==> src/hdl/rmj_pkg.sv <==
// Shared constants, types and helpers for the radar measurement Jacobian.
package rmj_pkg;

    localparam int FRAC_BITS = 16;
    localparam int DW        = 32;                 // field width
    localparam int MW        = 2 * DW;             // squared-range / product width
    localparam int QW        = DW + FRAC_BITS;     // divider quotient width
    localparam int NDIV      = 5;                  // divider lanes sharing one divisor
    localparam int SQW       = 2 * FRAC_BITS + 2;  // square-root operand width
    localparam int SQ_STEPS  = SQW / 2;
    localparam int RW        = FRAC_BITS + 1;      // root width
    localparam int NSQ       = 2;
    localparam int PW        = QW + RW;            // rate-row product width
    localparam int THR_W     = 16;

    localparam logic [THR_W-1:0] THR_RESET = THR_W'(7);
    localparam logic [DW-1:0]    NEG_CAP   = {1'b1, {(DW-1){1'b0}}};
    localparam logic [DW-1:0]    POS_CAP   = {1'b0, {(DW-1){1'b1}}};

    // divider lanes
    localparam int LANE_RX = 0;
    localparam int LANE_RY = 1;
    localparam int LANE_BX = 2;
    localparam int LANE_BY = 3;
    localparam int LANE_H  = 4;

    // square-root lanes
    localparam int SQ_X = 0;
    localparam int SQ_Y = 1;

    typedef struct packed {
        logic deg;
        logic ovf;
        logic px_neg;
        logic py_neg;
        logic py_pos;
        logic c_neg;
    } side_t;

    typedef struct packed {
        logic [DW-1:0] bx;
        logic [DW-1:0] by;
        logic [QW-1:0] h;
        side_t         side;
    } sq_tag_t;

    // sign-magnitude to two's complement with saturation
    function automatic logic [DW-1:0] pack_q(input logic neg, input logic [DW-1:0] mag);
        logic [DW-1:0] m;
        if (neg) begin
            m = (mag > NEG_CAP) ? NEG_CAP : mag;
            pack_q = DW'(0) - m;
        end
        else begin
            pack_q = (mag > POS_CAP) ? POS_CAP : mag;
        end
    endfunction

endpackage

==> src/hdl/rmj_sqrt.sv <==
// Pipelined integer square root, two lanes, one result bit per stage.
module rmj_sqrt (
    input  logic                                       clk,
    input  logic                                       rst_n,
    input  logic                                       en,
    input  logic                                       in_valid,
    input  logic [rmj_pkg::NSQ-1:0][rmj_pkg::SQW-1:0]  x,
    input  rmj_pkg::sq_tag_t                           in_tag,
    output logic                                       out_valid,
    output logic [rmj_pkg::NSQ-1:0][rmj_pkg::RW-1:0]   root,
    output rmj_pkg::sq_tag_t                           out_tag
);
    import rmj_pkg::*;

    logic [SQ_STEPS-1:0]      v_src;
    logic [SQ_STEPS-1:0]      v_reg;
    logic [NSQ-1:0][SQW-1:0]  x_src    [SQ_STEPS];
    logic [NSQ-1:0][SQW-1:0]  x_next   [SQ_STEPS];
    logic [NSQ-1:0][SQW-1:0]  x_reg    [SQ_STEPS];
    logic [NSQ-1:0][SQW-1:0]  r_src    [SQ_STEPS];
    logic [NSQ-1:0][SQW-1:0]  r_next   [SQ_STEPS];
    logic [NSQ-1:0][SQW-1:0]  r_reg    [SQ_STEPS];
    sq_tag_t                  tag_src  [SQ_STEPS];
    sq_tag_t                  tag_reg  [SQ_STEPS];

    for (genvar k = 0; k < SQ_STEPS; k++) begin : g_stage
        localparam logic [SQW-1:0] BIT = SQW'(1) << (SQW - 2 - 2 * k);

        if (k == 0) begin : g_first
            assign v_src[k]   = in_valid;
            assign x_src[k]   = x;
            assign r_src[k]   = '0;
            assign tag_src[k] = in_tag;
        end
        else begin : g_rest
            assign v_src[k]   = v_reg[k-1];
            assign x_src[k]   = x_reg[k-1];
            assign r_src[k]   = r_reg[k-1];
            assign tag_src[k] = tag_reg[k-1];
        end

        for (genvar l = 0; l < NSQ; l++) begin : g_lane
            logic [SQW:0] trial;
            logic         take;

            assign trial = {1'b0, r_src[k][l]} + {1'b0, BIT};
            assign take  = {1'b0, x_src[k][l]} >= trial;
            assign x_next[k][l] = take ? SQW'({1'b0, x_src[k][l]} - trial) : x_src[k][l];
            assign r_next[k][l] = take ? (r_src[k][l] >> 1) + BIT : r_src[k][l] >> 1;
        end

        always_ff @(posedge clk or negedge rst_n)
        begin
            if (!rst_n)
            begin
                v_reg[k] <= 1'b0;
            end
            else if (en)
            begin
                v_reg[k] <= v_src[k];
            end
        end

        always_ff @(posedge clk)
        begin
            if (en)
            begin
                x_reg[k]   <= x_next[k];
                r_reg[k]   <= r_next[k];
                tag_reg[k] <= tag_src[k];
            end
        end
    end

    assign out_valid = v_reg[SQ_STEPS-1];
    for (genvar l = 0; l < NSQ; l++) begin : g_out
        assign root[l] = r_reg[SQ_STEPS-1][l][RW-1:0];
    end
    assign out_tag = tag_reg[SQ_STEPS-1];

endmodule
==> config.mk <==
export PLATFORM = sky130hd
export DESIGN_NAME = rmj_sqrt
export DESIGN_NICKNAME = d
export VERILOG_FILES = /design/src/hdl/rmj_pkg.sv /design/src/hdl/rmj_sqrt.sv
export SDC_FILE = /design/constraint.sdc
export NUM_CORES = 2
export LEC_CHECK = 0
export ABC_AREA = 1
export BUFFER_PORTS_ARGS = -buffer_cell sky130_fd_sc_hd__buf_2
export CORE_UTILIZATION = 35
export DETAILED_ROUTE_END_ITERATION = 8
export HOLD_SLACK_MARGIN = 0.06
export PLACE_DENSITY = 0.6
export RECOVER_POWER = 50
export SYNTH_ARGS = -nofsm -noshare
export SYNTH_HDL_FRONTEND = slang
export SYNTH_MEMORY_MAX_BITS = 65536
export SYNTH_SLANG_ARGS = --single-unit
==> constraint.sdc <==
create_clock -name clk -period 3.6 [get_ports clk]
set_input_delay 0.18 -clock clk [delete_from_list [all_inputs] [get_ports clk]]
set_output_delay 0.18 -clock clk [all_outputs]
set_load 0.05 [all_outputs]
==> parameters.txt <==
Parameter                              Value

Status
  Run status ... complete, but fails checks
  Failing checks ... max-capacitance violations, max-slew violations

Timing
  Final-report hold violation count ... 0
  Worst clock skew ... between 0.04 and 0.05 ns
  Max transition margin ... -75.68%
  Transition time at the pin with the least slew margin ... 2.635 ns
  Setup violators final ... 0
  Final Cycle Share ... 77.47%
  Number of max-slew violations in the final report ... between 500 and 600
  Smallest hold slack ... 0.3461 ns
  Fin Setup TNS ... 0 ns
  Final worst path period need ... 2.789 ns
  Unrepaired setup endpoints after global routing ... no
  Maximum frequency from static timing analysis ... 0.3585 GHz

Final layout
  Footprint of the multi-input gates ... between 20,000 and 30,000 um2
  Max FFs per register ... 2,006
  FF+latch area ... 102,500 um2
  Number of nets in the layout ... 12,120
  Filler cell count ... 35,960
  Area growth from synthesis to final layout ... 17.09%
  Fraction of final layout cells sized beyond drive strength 1 ... under 10%

Route
  DR DRC count ... 0
  Number of detailed-routing iterations run before antenna repair ... 5
  DR WL/cell ... 15.41 um
  Max Used Layer ... met4
  Routed wl met2 ... about 130 mm
  DR vias ... 75,780
  Post-detailed-route count of antenna-violating nets ... 0
  Routed wire length on met3 ... 9.038 mm
  Via count normalized by instance count ... 4.435
  Number of DRC violations after detailed-routing iteration 0 ... about 5,000
  Wire length on met1 ... 116.0 mm
  Post-detailed-routing wire length ... 263.4 mm

Floorplanning
  Initial core utilization ... 35.24%
  Die ar. ... 395,200 um2
  Core Box Area ... between 300,000 and 400,000 um2
  Overall die height ... 628.6 um
  Total I/O pin count ... 343
  Width of the die ... 628.6 um
  Row count ... 229

Min path
  Worst Hold Class ... input pin to register

Synthesis
  Synthesized cell area ... about 140,000 um2
  Sequential area share after synthesis ... 74.60%
  Netlist cell types ... 57
  Dominant synthesized flop cell ... sky130_fd_sc_hd__edfxtp_1
  Warning count from the yosys run ... 0
  Nets in the synthesized netlist ... 11,110
  Avg Inst Size Synth ... 12.98 um2
  Post-synth ARST share ... 0.4975%
  Post-synthesis register bit count ... 3,417
  Mapped Cells ... 10,590
  Post-synth EDFFs ... around 3,400

Power
  LEAKAGE ... roughly 63 nW
  Power density cells ... 606.0 nW/um2
  Maximum vdd drop ... 0.4062 mV

Setup path
  Required @ worst endpoint ... a little over 4 ns
  Number of buffers and inverters on the critical path ... 3
  Crit Path Category ... input pin to register
  Critical path launch point type ... input pin
  Delay of the slowest cell on the worst path ... about 1.9 ns
  Crit-path max FO ... 63
  Element type at the critical path end ... register
  Critical-path cell list ... dlygate4sd3_1 > buf_12 > clkbuf_1
  Data arrival time at the worst-slack endpoint ... between 3 and 4 ns
  Slowest cell on the critical path ... sky130_fd_sc_hd__clkbuf_1
  CP top delay family ... buffers and inverters

Global route
  Overflow left after global routing ... 0
  Largest net degree at the start of global routing ... 175
  Number of global-route vias before repair ... about 76,000
  Global-route wire length before repair ... 413.2 mm
  Overall track demand over capacity in global routing ... about an eighth
  Initial antenna violation count ... 1

CTS
  Number of buffers between clock root and the deepest sink ... 4
  Number of levels the H-tree was split into ... 5
  Clock Tree Root ... sky130_fd_sc_hd__clkbuf_16
  Number of buffers inserted by post-CTS setup repair ... 0
  Clock-pin slew of the registers on the worst-case setup and hold paths ... around 0.06 ns
  Clock tree from TritonCTS ... done
  Sink Count ... 3,417
  Clock buffer count from CTS ... 361
  Clock latency of the later-clocked register in the worst-skew pair ... 0.93 ns

Place
  Final Wtd Congestion ... 0.9024
  Dpl hpwl ... 184.6 mm
  I/O Buffers ... 342

Job
  Number of maximum-capacitance violations ... 9
## cell usage in the layout, fill, tap and decap left out, types with 34 or more instances in the layout
cell type,Yosys,final
sky130_fd_sc_hd__buf_2,15,316
sky130_fd_sc_hd__inv_1,1320,1320
sky130_fd_sc_hd__dlygate4sd3_1,0,381
sky130_fd_sc_hd__nor4_1,63,63
sky130_fd_sc_hd__nand4_1,154,154
sky130_fd_sc_hd__a21oi_1,309,309
sky130_fd_sc_hd__xor2_1,171,171
sky130_fd_sc_hd__xnor2_1,81,81
sky130_fd_sc_hd__ha_1,332,332
sky130_fd_sc_hd__nand3_1,495,495
sky130_fd_sc_hd__o21ai_1,48,48
sky130_fd_sc_hd__nand3b_1,41,41
sky130_fd_sc_hd__buf_12,0,34
sky130_fd_sc_hd__edfxtp_1,3400,3400
sky130_fd_sc_hd__clkinv_2,0,46
sky130_fd_sc_hd__buf_4,139,59
sky130_fd_sc_hd__clkbuf_1,5,104
sky130_fd_sc_hd__nor2_1,816,816
sky130_fd_sc_hd__clkbuf_16,0,365
sky130_fd_sc_hd__nand2_1,2640,2640
sky130_fd_sc_hd__nor3_1,111,111
sky130_fd_sc_hd__clkinv_1,2,75
sky130_fd_sc_hd__o21ai_0,150,150
## worst paths after layout
path                                   from               end  slack [ns]  cells past startpoint
setup / recovery                         en     x_reg[0][814]        0.81                      3
hold / removal                           en    tag_reg[0][82]        0.35                      2
setup reg to reg              r_reg[0][629]     x_reg[0][696]        0.86                     13
hold reg to reg            tag_reg[0][1222]  tag_reg[0][1340]        0.39                      0
max in group asynchronous             rst_n          v_reg[0]        2.65                      3
min in group asynchronous             rst_n         v_reg[13]        0.44                      3
## cell usage after synthesis, types with 5 or more instances
| library cell | count | area (um2) |
|---|---|---|
| sky130_fd_sc_hd__nor4_1 | 63 | 394.1 |
| sky130_fd_sc_hd__xnor2_1 | 81 | 709.4 |
| sky130_fd_sc_hd__buf_4 | 139 | 1044 |
| sky130_fd_sc_hd__o21ai_0 | 150 | 750.7 |
| sky130_fd_sc_hd__nand4_1 | 154 | 963.4 |
| sky130_fd_sc_hd__nand3_2 | 14 | 140.1 |
| sky130_fd_sc_hd__inv_1 | 1320 | 4955 |
| sky130_fd_sc_hd__inv_2 | 13 | 48.80 |
| sky130_fd_sc_hd__a21boi_0 | 5 | 37.54 |
| sky130_fd_sc_hd__and2_1 | 8 | 50.05 |
| sky130_fd_sc_hd__nor2_4 | 10 | 112.6 |
| sky130_fd_sc_hd__a31oi_1 | 5 | 31.28 |
| sky130_fd_sc_hd__o21bai_1 | 18 | 135.1 |
| sky130_fd_sc_hd__or2_2 | 33 | 206.5 |
| sky130_fd_sc_hd__nand2_1 | 2640 | 9910 |
| sky130_fd_sc_hd__dfrtp_1 | 17 | 425.4 |
| sky130_fd_sc_hd__o21a_1 | 7 | 52.55 |
| sky130_fd_sc_hd__nand3b_1 | 41 | 307.8 |
| sky130_fd_sc_hd__nor2b_1 | 6 | 37.54 |
| sky130_fd_sc_hd__xor2_1 | 171 | 1498 |
| sky130_fd_sc_hd__and3_1 | 7 | 43.79 |
| sky130_fd_sc_hd__a21oi_1 | 309 | 1546 |
| sky130_fd_sc_hd__nor3_1 | 111 | 555.5 |
| sky130_fd_sc_hd__edfxtp_1 | 3400 | 102100 |
| sky130_fd_sc_hd__o21ai_1 | 48 | 240.2 |
| sky130_fd_sc_hd__a21oi_2 | 29 | 254.0 |
| sky130_fd_sc_hd__nand2_2 | 21 | 131.4 |
| sky130_fd_sc_hd__a21o_1 | 10 | 75.07 |
| sky130_fd_sc_hd__ha_1 | 332 | 4154 |
| sky130_fd_sc_hd__buf_2 | 15 | 75.07 |
| sky130_fd_sc_hd__nor2_2 | 24 | 150.1 |
| sky130_fd_sc_hd__buf_6 | 23 | 259.0 |
| sky130_fd_sc_hd__nor3_2 | 11 | 110.1 |
| sky130_fd_sc_hd__clkbuf_1 | 5 | 18.77 |
| sky130_fd_sc_hd__nor2_1 | 816 | 3063 |
| sky130_fd_sc_hd__nand3_1 | 495 | 2477 |
## layer usage
| metal | track usage (%) | vias to the layer above |
|---|---|---|
| met1 | 16.23 | 35460 |
| met2 | 22.52 | 1326 |
| met5 | 0 | - |
| li1 | - | 38380 |
| met3 | 1.813 | 612 |
| met4 | 5.899 | 0 |
## final cells by class
cell class / count / area share (%)
sequential: 3417 / 63.71
multi-input combinational: 5655 / 17.70
clock buffer: 442 / 5.874
timing repair buffer: 829 / 4.149
tap: 5197 / 4.041
inverter: 1337 / 3.122
clock inverter: 209 / 1.401
antenna: 1 / 0.001555
## metrics by stage
step | area (um2) | setup slack, ns | utilization [%] | power (mW) | cells
after global placement | 145600 | 0.8416 | 37.34 | 61.59 | 16050
after floorplan | 137400 | 1.556 | - | 57.45 | 10590
after detailed placement | 145600 | 0.8309 | 37.34 | 61.71 | 16050
after global routing | 160900 | 0.4952 | 41.27 | 102.2 | 17090
after CTS | 161100 | 0.8185 | 41.32 | 99.00 | 17090
final | 160900 | 0.8109 | 41.27 | 97.53 | 17090
## repair_timing
action | CTS | global route
endpoints found under the hold margin | 648 | 0
hold buffers | 381 | 0
gates resized for setup | 0 | 0
## power breakdown
part           leakage (nW)  switching, mW  internal [mW]  total (mW)
Clock                  5.65           15.3           21.1        36.4
Sequential             33.2           1.86           47.9        49.7
Combinational          24.3           7.57           3.84        11.4
Total                  63.1           24.7           72.8        97.5
## cells by family after synthesis
logic type | synth area share, %
AO/OA/AOI/OAI | 2.404
XOR/XNOR | 1.606
adder cells (fa/ha/maj) | 3.022
buffers and inverters | 4.671
flip-flops | 74.60
multiplexers | 0.008193
AND/OR/NAND/NOR | 13.69
Power figures use the tool's default switching activity.
